[config.mk]
export PLATFORM = sky130hd
export DESIGN_NAME = click_boundary_copy_splitter
export DESIGN_NICKNAME = d
export VERILOG_FILES = /design/src/design/ccs_pkg.sv /design/src/design/click_boundary_copy_splitter.sv /design/src/design/ccs_front.sv /design/src/design/ccs_fifo.sv /design/src/design/ccs_back.sv
export SDC_FILE = /design/constraint.sdc
export NUM_CORES = 1
export LEC_CHECK = 0
export BUFFER_PORTS_ARGS = -buffer_cell sky130_fd_sc_hd__buf_2
export CORE_MARGIN = 4
export CORE_UTILIZATION = 62
export DETAILED_ROUTE_END_ITERATION = 8
export HOLD_SLACK_MARGIN = 0.05
export PLACE_DENSITY = 0.84
export SETUP_SLACK_MARGIN = 0.02
export SLEW_MARGIN = 5
export SYNTH_ARGS = -nofsm -noshare
export SYNTH_HDL_FRONTEND = slang
export SYNTH_HIERARCHICAL = 1
export SYNTH_SLANG_ARGS = --single-unit
export TNS_END_PERCENT = 20
[constraint.sdc]
create_clock -name clk -period 10 [get_ports clk]
set_input_delay 0.5 -clock clk [delete_from_list [all_inputs] [get_ports clk]]
set_output_delay 0.5 -clock clk [all_outputs]
set_load 0.03 [all_outputs]
[src/design/ccs_pkg.sv]
// ----------------------------------------------------------------------------
// ccs_pkg
// Shared types and constants for the click boundary copy splitter.
// ----------------------------------------------------------------------------
`default_nettype none

package ccs_pkg;

  localparam int ADDR_BITS   = 24;
  localparam int LEN_W       = 15;
  localparam int CLICK_W     = 10;
  localparam int CLICK_BYTES = 1 << CLICK_W;
  localparam int CLEN_W      = CLICK_W + 1;
  localparam int MAX_LEN     = 16384;
  localparam int MAX_RESULTS = 33;
  localparam int CNT_W       = $clog2(MAX_RESULTS);
  localparam int Q_DEPTH     = 2;
  localparam int Q_PTR_W     = $clog2(Q_DEPTH);
  localparam int Q_CNT_W     = $clog2(Q_DEPTH + 1);

  typedef enum logic [1:0] {
    MODE_CLEAR = 2'd0,
    MODE_ASC   = 2'd1,
    MODE_DESC  = 2'd2,
    MODE_LIN   = 2'd3
  } mode_t;

  typedef enum logic {
    BK_IDLE = 1'b0,
    BK_RUN  = 1'b1
  } bk_state_t;

  typedef struct packed {
    mode_t                mode;
    logic [ADDR_BITS-1:0] src;
    logic [ADDR_BITS-1:0] dst;
    logic [LEN_W-1:0]     len;
  } req_t;

endpackage

`default_nettype wire

[src/design/click_boundary_copy_splitter.sv]
// ----------------------------------------------------------------------------
// click_boundary_copy_splitter
// Splits a transfer request into chunks that never cross a destination click boundary.
// ----------------------------------------------------------------------------
//  Channel  Direction  Handshake         Payload
//  in_      input      in_valid/stall    mode, src_addr, dst_addr, length
//  out_     output     out_valid/stall   chunk_src, chunk_dst, chunk_len, is_last
//
//  A request is loaded from the queue in BK_IDLE; in BK_RUN the back end then
//  emits one chunk word per cycle while the output register is empty or
//  out_stall is low, and pops the next request only after its last chunk.
//  A two-word queue lets the front accept requests while the back end works.
//  Reset is synchronous and clears the queue and the output valid flag.
// ----------------------------------------------------------------------------
`default_nettype none

module click_boundary_copy_splitter
  import ccs_pkg::*;
(
  input  wire logic                 clk,
  input  wire logic                 rst_n,
  input  wire logic                 in_valid,
  output logic                      in_stall,
  input  wire logic [1:0]           in_mode,
  input  wire logic [ADDR_BITS-1:0] in_src_addr,
  input  wire logic [ADDR_BITS-1:0] in_dst_addr,
  input  wire logic [LEN_W-1:0]     in_length,
  output logic                      out_valid,
  input  wire logic                 out_stall,
  output logic [ADDR_BITS-1:0]      out_chunk_src,
  output logic [ADDR_BITS-1:0]      out_chunk_dst,
  output logic [CLEN_W-1:0]         out_chunk_len,
  output logic                      out_is_last
);

  logic q_push, q_pop, q_full, q_empty;
  req_t push_req, pop_req;

  ccs_front u_front (
    .in_valid    (in_valid),
    .in_mode     (in_mode),
    .in_src_addr (in_src_addr),
    .in_dst_addr (in_dst_addr),
    .in_length   (in_length),
    .in_stall    (in_stall),
    .q_full      (q_full),
    .q_push      (q_push),
    .q_req       (push_req)
  );

  ccs_fifo u_fifo (
    .clk      (clk),
    .rst_n    (rst_n),
    .push     (q_push),
    .push_req (push_req),
    .pop      (q_pop),
    .pop_req  (pop_req),
    .full     (q_full),
    .empty    (q_empty)
  );

  ccs_back u_back (
    .clk           (clk),
    .rst_n         (rst_n),
    .q_empty       (q_empty),
    .q_req         (pop_req),
    .q_pop         (q_pop),
    .out_valid     (out_valid),
    .out_stall     (out_stall),
    .out_chunk_src (out_chunk_src),
    .out_chunk_dst (out_chunk_dst),
    .out_chunk_len (out_chunk_len),
    .out_is_last   (out_is_last)
  );

endmodule

`default_nettype wire

[src/design/ccs_front.sv]
// ----------------------------------------------------------------------------
// ccs_front
// Accepts request words, saturates the length, drops empty requests, zeroes the
// source of clear requests and turns descending copies into end addresses before queueing them.
// ----------------------------------------------------------------------------
`default_nettype none

module ccs_front
  import ccs_pkg::*;
(
  input  wire logic                 in_valid,
  input  wire logic [1:0]           in_mode,
  input  wire logic [ADDR_BITS-1:0] in_src_addr,
  input  wire logic [ADDR_BITS-1:0] in_dst_addr,
  input  wire logic [LEN_W-1:0]     in_length,
  output logic                      in_stall,
  input  wire logic                 q_full,
  output logic                      q_push,
  output req_t                      q_req
);

  mode_t                mode;
  logic [LEN_W-1:0]     len_sat;
  logic [ADDR_BITS-1:0] src0;

  always_comb begin
    mode    = mode_t'(in_mode);
    len_sat = (in_length > LEN_W'(MAX_LEN)) ? LEN_W'(MAX_LEN) : in_length;
    src0    = (mode == MODE_CLEAR) ? '0 : in_src_addr;
    q_req.mode = mode;
    q_req.len  = len_sat;
    if (mode == MODE_DESC) begin
      q_req.src = src0 + ADDR_BITS'(len_sat);
      q_req.dst = in_dst_addr + ADDR_BITS'(len_sat);
    end else begin
      q_req.src = src0;
      q_req.dst = in_dst_addr;
    end
    in_stall = q_full;
    q_push   = in_valid && !q_full && (in_length != '0);
  end

endmodule

`default_nettype wire

[src/design/ccs_fifo.sv]
// ----------------------------------------------------------------------------
// ccs_fifo
// Short request queue between the front and the back.
// ----------------------------------------------------------------------------
`default_nettype none

module ccs_fifo
  import ccs_pkg::*;
(
  input  wire logic clk,
  input  wire logic rst_n,
  input  wire logic push,
  input  req_t      push_req,
  input  wire logic pop,
  output req_t      pop_req,
  output logic      full,
  output logic      empty
);

  req_t               mem_r [Q_DEPTH];
  logic [Q_PTR_W-1:0] wr_ptr_r, wr_ptr_nxt;
  logic [Q_PTR_W-1:0] rd_ptr_r, rd_ptr_nxt;
  logic [Q_CNT_W-1:0] cnt_r, cnt_nxt;

  always_comb begin
    full    = (cnt_r == Q_CNT_W'(Q_DEPTH));
    empty   = (cnt_r == '0);
    pop_req = mem_r[rd_ptr_r];
    wr_ptr_nxt = wr_ptr_r;
    rd_ptr_nxt = rd_ptr_r;
    cnt_nxt    = cnt_r;
    if (push) begin
      wr_ptr_nxt = (wr_ptr_r == Q_PTR_W'(Q_DEPTH - 1)) ? '0 : wr_ptr_r + 1'b1;
    end
    if (pop) begin
      rd_ptr_nxt = (rd_ptr_r == Q_PTR_W'(Q_DEPTH - 1)) ? '0 : rd_ptr_r + 1'b1;
    end
    if (push && !pop) begin
      cnt_nxt = cnt_r + 1'b1;
    end else if (pop && !push) begin
      cnt_nxt = cnt_r - 1'b1;
    end
  end

  always_ff @(posedge clk) begin
    if (!rst_n) begin
      wr_ptr_r <= '0;
      rd_ptr_r <= '0;
      cnt_r    <= '0;
    end else begin
      wr_ptr_r <= wr_ptr_nxt;
      rd_ptr_r <= rd_ptr_nxt;
      cnt_r    <= cnt_nxt;
    end
  end

  always_ff @(posedge clk) begin
    if (push) begin
      mem_r[wr_ptr_r] <= push_req;
    end
  end

endmodule

`default_nettype wire

[src/design/ccs_back.sv]
// ----------------------------------------------------------------------------
// ccs_back
// Walks one queued request and emits one chunk word per cycle into the output
// register while it is empty or out_stall is low, cutting at click boundaries.
// ----------------------------------------------------------------------------
`default_nettype none

module ccs_back
  import ccs_pkg::*;
(
  input  wire logic                 clk,
  input  wire logic                 rst_n,
  input  wire logic                 q_empty,
  input  req_t                      q_req,
  output logic                      q_pop,
  output logic                      out_valid,
  input  wire logic                 out_stall,
  output logic [ADDR_BITS-1:0]      out_chunk_src,
  output logic [ADDR_BITS-1:0]      out_chunk_dst,
  output logic [CLEN_W-1:0]         out_chunk_len,
  output logic                      out_is_last
);

  bk_state_t            state_r, state_nxt;
  mode_t                mode_r, mode_nxt;
  logic [ADDR_BITS-1:0] s_r, s_nxt;
  logic [ADDR_BITS-1:0] d_r, d_nxt;
  logic [LEN_W-1:0]     n_r, n_nxt;
  logic [CNT_W-1:0]     k_r, k_nxt;
  logic                 ov_r, ov_nxt;
  logic [ADDR_BITS-1:0] osrc_r, osrc_nxt;
  logic [ADDR_BITS-1:0] odst_r, odst_nxt;
  logic [CLEN_W-1:0]    olen_r, olen_nxt;
  logic                 olast_r, olast_nxt;

  logic                 emit;
  logic [CLEN_W-1:0]    room_s, room_d, c;
  logic [CLICK_W-1:0]   s_low, d_low;
  logic [LEN_W-1:0]     n_rem;
  logic                 last;

  always_comb begin
    s_low = s_r[CLICK_W-1:0] - 1'b1;
    d_low = d_r[CLICK_W-1:0] - 1'b1;
    if (mode_r == MODE_DESC) begin
      room_s = {1'b0, s_low} + 1'b1;
      room_d = {1'b0, d_low} + 1'b1;
    end else begin
      room_s = CLEN_W'(CLICK_BYTES) - {1'b0, s_r[CLICK_W-1:0]};
      room_d = CLEN_W'(CLICK_BYTES) - {1'b0, d_r[CLICK_W-1:0]};
    end
    c = room_d;
    if ((mode_r == MODE_ASC || mode_r == MODE_DESC) && room_s < room_d) begin
      c = room_s;
    end
    if (LEN_W'(c) > n_r) begin
      c = n_r[CLEN_W-1:0];
    end
    n_rem = n_r - LEN_W'(c);
    last  = (n_rem == '0) || (k_r == CNT_W'(MAX_RESULTS - 1));
    emit  = (state_r == BK_RUN) && (!ov_r || !out_stall);

    state_nxt = state_r;
    mode_nxt  = mode_r;
    s_nxt     = s_r;
    d_nxt     = d_r;
    n_nxt     = n_r;
    k_nxt     = k_r;
    q_pop     = 1'b0;
    ov_nxt    = ov_r && out_stall;
    osrc_nxt  = osrc_r;
    odst_nxt  = odst_r;
    olen_nxt  = olen_r;
    olast_nxt = olast_r;

    case (state_r)
      BK_IDLE: begin
        if (!q_empty) begin
          q_pop     = 1'b1;
          mode_nxt  = q_req.mode;
          s_nxt     = q_req.src;
          d_nxt     = q_req.dst;
          n_nxt     = q_req.len;
          k_nxt     = '0;
          state_nxt = BK_RUN;
        end
      end
      BK_RUN: begin
        if (emit) begin
          ov_nxt    = 1'b1;
          olen_nxt  = c;
          olast_nxt = last;
          n_nxt     = n_rem;
          k_nxt     = k_r + 1'b1;
          if (mode_r == MODE_DESC) begin
            s_nxt    = s_r - ADDR_BITS'(c);
            d_nxt    = d_r - ADDR_BITS'(c);
            osrc_nxt = s_nxt;
            odst_nxt = d_nxt;
          end else begin
            osrc_nxt = s_r;
            odst_nxt = d_r;
            if (mode_r != MODE_CLEAR) begin
              s_nxt = s_r + ADDR_BITS'(c);
            end
            d_nxt = d_r + ADDR_BITS'(c);
          end
          if (last) begin
            state_nxt = BK_IDLE;
          end
        end
      end
      default: begin
        state_nxt = BK_IDLE;
      end
    endcase
  end

  always_ff @(posedge clk) begin
    if (!rst_n) begin
      state_r <= BK_IDLE;
      ov_r    <= 1'b0;
    end else begin
      state_r <= state_nxt;
      ov_r    <= ov_nxt;
    end
  end

  always_ff @(posedge clk) begin
    mode_r  <= mode_nxt;
    s_r     <= s_nxt;
    d_r     <= d_nxt;
    n_r     <= n_nxt;
    k_r     <= k_nxt;
    osrc_r  <= osrc_nxt;
    odst_r  <= odst_nxt;
    olen_r  <= olen_nxt;
    olast_r <= olast_nxt;
  end

  assign out_valid     = ov_r;
  assign out_chunk_src = osrc_r;
  assign out_chunk_dst = odst_r;
  assign out_chunk_len = olen_r;
  assign out_is_last   = olast_r;

endmodule

`default_nettype wire

### Word-level counts from Yosys, hierarchy flattened

Memories as Yosys holds them, arrays and structs flattened. A register that Yosys moved wholly into a read port is not among the register bits.
Cells that the tools add are included.

* bits in registers: 137
* memory bits (writable): 130
* input port bits: 69
* output and inout bits: 62
* word-level logic and storage cells: 110
* memories kept: 1

* add/sub/neg operators: 18
* $lt $le $gt $ge: 3
* equality and inequality tests: 8
* multiplexer cells: 39
* bitwise gates (word level): 2
* reduce and logical (&&, ||, !) cells: 25

Memories
* u_fifo.mem_r: words 2, width 65, read ports 1, clocked after memory_dff 1, wr ports 1, RTL line ccs_fifo.sv:20 `req_t mem_r [Q_DEPTH];`

Operators by type and width (count)
* 24-bit two-way mux: 10
* 24-bit case mux with 2 select lines: 2
* 24-bit by 11-bit adder with 24-bit output: 2
* 24-bit by 15-bit adder with 24-bit output: 2
* 48-bit two-way mux: 1
* 24-bit by 11-bit subtractor with 24-bit output: 2
* 15-bit two-way mux: 3
* 11-bit two-way mux: 4
* 15-bit case mux with 2 select lines: 1
* 10-bit by 1-bit adder with 11-bit output (second input constant): 2
* 11-bit by 10-bit subtractor with 11-bit output (first input constant): 2
* 10-bit by 1-bit subtractor with 10-bit output (second input constant): 2
* 11-bit by 15-bit greater-than comparator with 1-bit output: 1
* 15-bit greater-than comparator (second input constant): 1
* 15-bit logical NOT: 1
* 15-bit nonzero test: 1
* 15-bit by 11-bit subtractor with 15-bit output: 1
* 1-bit two-way mux: 12
* 6-bit two-way mux: 2
* 6-bit case mux with 2 select lines: 1
* 11-bit < comparator: 1
* 1-bit logical AND: 7
* 6-bit by 1-bit adder with 6-bit output (second input constant): 1
* 2-bit == test (second input constant): 3
* 16 further kinds: 30

### Depth between registers and ports, before layout

* depth after elaboration: 14
* mapped depth: 39

### Hierarchy

The synthesis kept the hierarchy.

By module, submodules not included
* ccs_back: instances 1, cells an instance 1190, area each 11172.0 µm²
* ccs_fifo: instances 1, cells an instance 224, area each 4923.5 µm²
* ccs_front: instances 1, cells an instance 366, area each 2376.0 µm²

### Worst setup path after synthesis

OpenSTA, ideal clock, no wires.

* path type: flip-flop to flip-flop
* from: reg u_back.s_r[1]
* to: reg u_back.s_r[10] (data pin)
* arrival time: 7.692 ns
* data required time: 9.739 ns
* setup slack: 2.047 ns
* cell stages (with the launch flop): 35
* path buffers: 4
* clock period less this slack: 7.953 ns
* cell sequence: edfxtp_1 > inv_1 > ha_1 > clkbuf_1 > nand2b_1 > o21ai_0 > a32o_1 > a41oi_1 > o31ai_4 > xnor2_1 > inv_1 > ha_1 > a22oi_1 > nand2_1 > o31ai_2 > buf_2 > mux2_2 > ha_1 > and4_1 > a221oi_1 > a211o_1 > buf_2 > buf_1 > nor2_1 > a21oi_1 > ha_1 > inv_1 > fa_1 > nand2b_1 > a21o_1 > a2111oi_0 > or2_2 > a211oi_1 > o21ai_0 > a221o_1

* cells in the longest elaborated chain, start to end: 13
* elaborated cells on any way between the ends: 15

Ends and longest elaborated chain
* from (decl): RTL line ccs_back.sv:26 `logic [ADDR_BITS-1:0] s_r, s_nxt;`
* from (signal assigned): RTL line ccs_back.sv:131 `s_r <= s_nxt;`
* 10-bit by 1-bit subtractor with 10-bit output: RTL line ccs_back.sv:43 `s_low = s_r[CLICK_W-1:0] - 1'b1;`
* 10-bit by 1-bit adder with 11-bit output: RTL line ccs_back.sv:46 `room_s = {1'b0, s_low} + 1'b1;`
* 11-bit two-way mux (*): RTL line ccs_back.sv:45 `if (mode_r == MODE_DESC) begin`
* 11-bit < comparator: RTL line ccs_back.sv:53 `if ((mode_r == MODE_ASC || mode_r == MODE_DESC) && room_s < room_d) begin`
* 1-bit logical AND: RTL line ccs_back.sv:53
* 11-bit two-way mux (*): RTL line ccs_back.sv:53
* 11-bit by 15-bit greater-than comparator with 1-bit output: RTL line ccs_back.sv:56 `if (LEN_W'(c) > n_r) begin`
* 11-bit two-way mux (*): RTL line ccs_back.sv:56
* via u_back.c[0]: RTL line ccs_back.sv:37 `logic [CLEN_W-1:0] room_s, room_d, c;`
* 24-bit by 11-bit adder with 24-bit output: RTL line ccs_back.sv:104 `s_nxt = s_r + ADDR_BITS'(c);`
* 24-bit two-way mux: RTL line ccs_back.sv:103 `if (mode_r != MODE_CLEAR) begin`
* 24-bit two-way mux (*): RTL line ccs_back.sv:95 `if (mode_r == MODE_DESC) begin`
* 24-bit two-way mux (*): RTL line ccs_back.sv:89 `if (emit) begin`
* 24-bit case mux with 2 select lines (*): RTL line ccs_back.sv:76 `case (state_r)`
* via u_back.s_nxt[10]: RTL line ccs_back.sv:26

Mark *: on every way through the listed nets, which the timed path passes. The rest lies on a longest branch. The select of a mux whose other input is x is not followed.
A chain may end at the register's enable or synchronous reset.

### Final worst setup path

* from: reg u_back.s_r[1]
* to: reg u_back.d_r[16] (data pin)

* cells in the longest elaborated chain, start to end: 12
* elaborated cells on any way between the ends: 14

Ends and longest elaborated chain
* 10-bit by 1-bit subtractor with 10-bit output: RTL line ccs_back.sv:43
* 10-bit by 1-bit adder with 11-bit output: RTL line ccs_back.sv:46
* 11-bit two-way mux (*): RTL line ccs_back.sv:45
* 11-bit < comparator: RTL line ccs_back.sv:53
* 1-bit logical AND: RTL line ccs_back.sv:53
* 11-bit two-way mux (*): RTL line ccs_back.sv:53
* 11-bit by 15-bit greater-than comparator with 1-bit output: RTL line ccs_back.sv:56
* 11-bit two-way mux (*): RTL line ccs_back.sv:56
* via u_back.c[0]: RTL line ccs_back.sv:37
* 24-bit by 11-bit adder with 24-bit output / 24-bit by 11-bit subtractor with 24-bit output (equally long branches): RTL line ccs_back.sv:106, ccs_back.sv:97
* 24-bit two-way mux (*): RTL line ccs_back.sv:95
* 24-bit two-way mux (*): RTL line ccs_back.sv:89
* 24-bit case mux with 2 select lines (*): RTL line ccs_back.sv:76
* via u_back.d_nxt[16]: RTL line ccs_back.sv:27 `logic [ADDR_BITS-1:0] d_r, d_nxt;`
* to (signal assigned): RTL line ccs_back.sv:132 `d_r <= d_nxt;`
* to (decl): RTL line ccs_back.sv:27

Marks and branches as above.

==> metrics.md <==
| Metric | Value |
|---|---|
| Final Hold Viols | 0 |
| RR Endpoint | u_back/d_r[16] |
| Worst Hold Class | input port to flop |
| Hold EP | u_fifo/wr_ptr_r |
| CP Class | flop to flop |
| Initial Util | 63.67% |
| Top Ports | 131 |
| First DRT Iteration DRCs | 1671 |
| Cts hold-fix bufs | 0 |
| Post-layout util | 70.00% |
| ANT nets after route | 0 |
| Post-CTS Resized | 0 |
| Crit Path Max Fanout | 31 |
| Setup Total Neg Slack | 0 ns |
| Post-synth top flop | edfxtp_1 |
| RSZ-0062 raised after global routing | no |
| Clock Skews | 0.009381 ns |
| Die height | 180.6 um |
| Worst-case clock buffer depth | 3 |
| ANT cells | 0 |
| Sink Count | 268 |
| Synth Area in Compound Gates | 15.67% |
| Root buf cell | clkbuf_16 |
| Total number of vias | 14380 |
| Mapped Avg Cell Area | 10.38 sq um |
| Detail Placement HPWL | 34160 um |
| Slew Limit Fails | 0 |
| Max incr delay on CP | 0.76 ns |
| Synth Instances | 1780 |
| Inst Count DP | 2219 |
| Rows | 62 |
| #FFs+latches synth | 268 |
| Design Area, Final | 20310 sq um |
| CP Capture Type | flop |
| Port buffer count | 130 |
| GRT Util Overall | 27.28% |
| Slew @ Worst Pin | 0.8789 ns |
| Pin count of the biggest net entering global routing | 62 |
| Clock Latency Late Sink | 0.55 ns |
| Tmin final | 9.173 ns |
| CP Launch Type | flop |
| Arr. time, crit path | 9.48 ns |
| Die area | 32620 sq um |
| TritonCTS Buffers | 28 |
| Area of the core | 29010 sq um |
| Max Cap Viol | 0 |
| Most used cell along the critical path | ha_1 |
| Post-synth ARST share | 0% |
| Synth Area in Adders | 8.535% |
| Number of global-route vias before repair | 13680 |
| Detailed Route WL | 46460 um |
| Distinct cells, synth | 98 |
| Die Width | 180.6 um |
| Area delta synth->final | 9.951% |
| Number of setup buffers added after CTS | 0 |
| Average wire per standard cell | 20.46 um |
| Crit path buf inv count | 3 |
| Hold Path Stages | 2 |
| GRT overflow | 0 |
| Initial antenna violation count | 2 |
| Multiplexer share of the synthesized area | 7.167% |
| Simple-Gate Fraction of Synth Area | 14.33% |
| Drt pass-1 iters | 6 |
| Status | complete, no violations |
| Register-to-Register Path Depth | 32 |
| Syn Nets | 1969 |
| Syn Std Cell Area | 18470 sq um |
| Hold_sp | rst_n |
| Crit share post-route | 91.73% |
| CP max-delay cell | a211o_1 |
| H-Tree Depth | 1 |
| Xor and xnor area share after synthesis | 7.207% |
| # setup viols final | 0 |
| # nets final | 2054 |
| DP Area | 19330 sq um |
| Worst r2r src | u_back/s_r[1] |
| Reg2reg setup slack | 0.83 ns |
| Post-synth EDFFs | 261 |
| Rel. slew slack | 41.40% |
| Largest family of logic cells by synthesized area | compound AO/OA/AOI/OAI gates |
| Layout Cells excl Fill | 2271 |
| First-pass GRT wire length | 72810 um |
| Post-DR vias/cell | 6.333 |
| DRC viols | 0 |
| Sequential area share after synthesis | 43.19% |
| Gpl congestion | 0.9839 |
| Share of cells above drive strength 1 | 18.71% |
| Fmax | 109.0 MHz |
| Worst EP required | 10.30 ns |
| CTS tree | yes |
| Clock transition at path regs | 0.06 ns |
| Family with the most delay on the worst path | compound AO/OA/AOI/OAI gates |
| Yosys warns | 6 |
[worst max-delay path by stage]
stage | start | endpoint | cells after the start | slack, ns
after floorplan | u_back/s_r[1] | u_back/s_r[10] | 34 | 2.05
after global placement | u_back/s_r[0] | u_back/s_r[12] | 32 | 1.32
after detailed placement | u_back/s_r[1] | u_back/d_r[16] | 32 | 1.09
after CTS | u_back/s_r[1] | u_back/d_r[16] | 32 | 1.01
after global routing | u_back/s_r[0] | u_back/d_r[16] | 32 | 0.34
final | u_back/s_r[1] | u_back/d_r[16] | 32 | 0.83
[Yosys cell counts, types with 7 or more instances]
cell type / count / area [sq um]
a21oi_1: 113 / 565.5
and2_1: 16 / 100.1
o211ai_1: 18 / 135.1
a31oi_1: 19 / 118.9
dfxtp_1: 7 / 140.1
nand2_1: 126 / 473.0
nand4_1: 7 / 43.79
a22o_1: 7 / 61.31
a211o_1: 8 / 70.07
mux2_2: 106 / 1194
a32oi_1: 13 / 113.9
and4_1: 10 / 87.58
a21o_1: 31 / 232.7
nor4_1: 13 / 81.33
edfxtp_1: 261 / 7838
buf_6: 7 / 78.83
fa_1: 7 / 140.1
o21ai_0: 63 / 315.3
ha_1: 113 / 1414
o221ai_1: 9 / 78.83
buf_1: 11 / 41.29
inv_1: 75 / 281.5
o21a_1: 15 / 112.6
o21ai_1: 16 / 80.08
clkbuf_1: 58 / 217.7
nor3_1: 40 / 200.2
o21bai_1: 12 / 90.09
nor2b_1: 43 / 269.0
nand2b_1: 24 / 150.1
nor2_1: 141 / 529.3
xor2_1: 51 / 446.7
a211oi_1: 13 / 97.59
or2_2: 10 / 62.56
and3_1: 15 / 93.84
nand3_1: 32 / 160.2
buf_2: 11 / 55.05
o31ai_1: 17 / 127.6
mux2i_1: 13 / 130.1
xnor2_1: 101 / 884.6
[worst register-to-register path, delay by kind of cell, from the launching register on]
| kind | cells | cell delay (ns) |
|---|---|---|
| compound gates | 18 | 4.65 |
| xor+xnor | 2 | 0.49 |
| fa+ha+maj | 5 | 1.70 |
| buf+inv | 3 | 0.56 |
| flops | 1 | 0.55 |
| mux | 2 | 0.67 |
| simple gates | 2 | 0.31 |
[area by class of cell]
cell class	count	area, sq um
clock buffers	32	747.0
clock inverters	20	230.2
fillers	2135	8703
inverters	78	292.8
multi-input cells	1342	9801
flip-flops and latches	268	7980
well taps	384	480.5
repair buffers	147	778.2
[state kept, by name, summed over array words and instances, names as in the netlist, 2 cells and up, named ones only]
name	count
u_fifo/mem_r	130
u_back/d_r	24
u_back/out_chunk_dst	24
u_back/out_chunk_src	24
u_back/s_r	24
u_back/n_r	15
u_back/out_chunk_len	11
u_back/k_r	6
u_back/mode_r	2
u_fifo/cnt_r	2
[placed cells by master (no fill, tap or decap), types with 29 or more instances in the layout]
| cell | count |
|---|---|
| edfxtp_1 | 261 |
| nor2_1 | 141 |
| buf_2 | 130 |
| nand2_1 | 126 |
| a21oi_1 | 113 |
| ha_1 | 112 |
| mux2_2 | 106 |
| xnor2_1 | 101 |
| inv_1 | 74 |
| o21ai_0 | 63 |
| xor2_1 | 51 |
| nor2b_1 | 42 |
| nor3_1 | 40 |
| nand3_1 | 32 |
| a21o_1 | 31 |
| clkbuf_16 | 29 |
[logic make-up after synthesis]
kind of cell,Yosys count
buf+inv,170
flops,268
compound gates,426
xor+xnor,152
fa+ha+maj,122
simple gates,523
mux,119
[through the flow]
stage / setup WS, ns / hold WS, ns
after detailed placement: 1.086 / 0.5063
final: 0.8267 / 0.2684
after floorplan: 2.047 / 0.4662
after global routing: 0.3353 / 0.2657
after CTS: 1.006 / 0.2498
after global placement: 1.317 / 0.4758
[metal layers]
metal  vias up  part of all wire, %  routed length [um]  global-route usage [%]
met5         -                    0                   0                       0
met4         0                  3.1                1421                   7.713
met3       108                  9.2                4259                   3.694
met2       747                   46               21150                   43.57
met1      6789                   42               19630                   39.38
li1       6739                    -                   -                       -
Power is left out: the tool's default activity adds up to more than one toggle a clock period on the data nets, which glitch-free logic cannot reach.
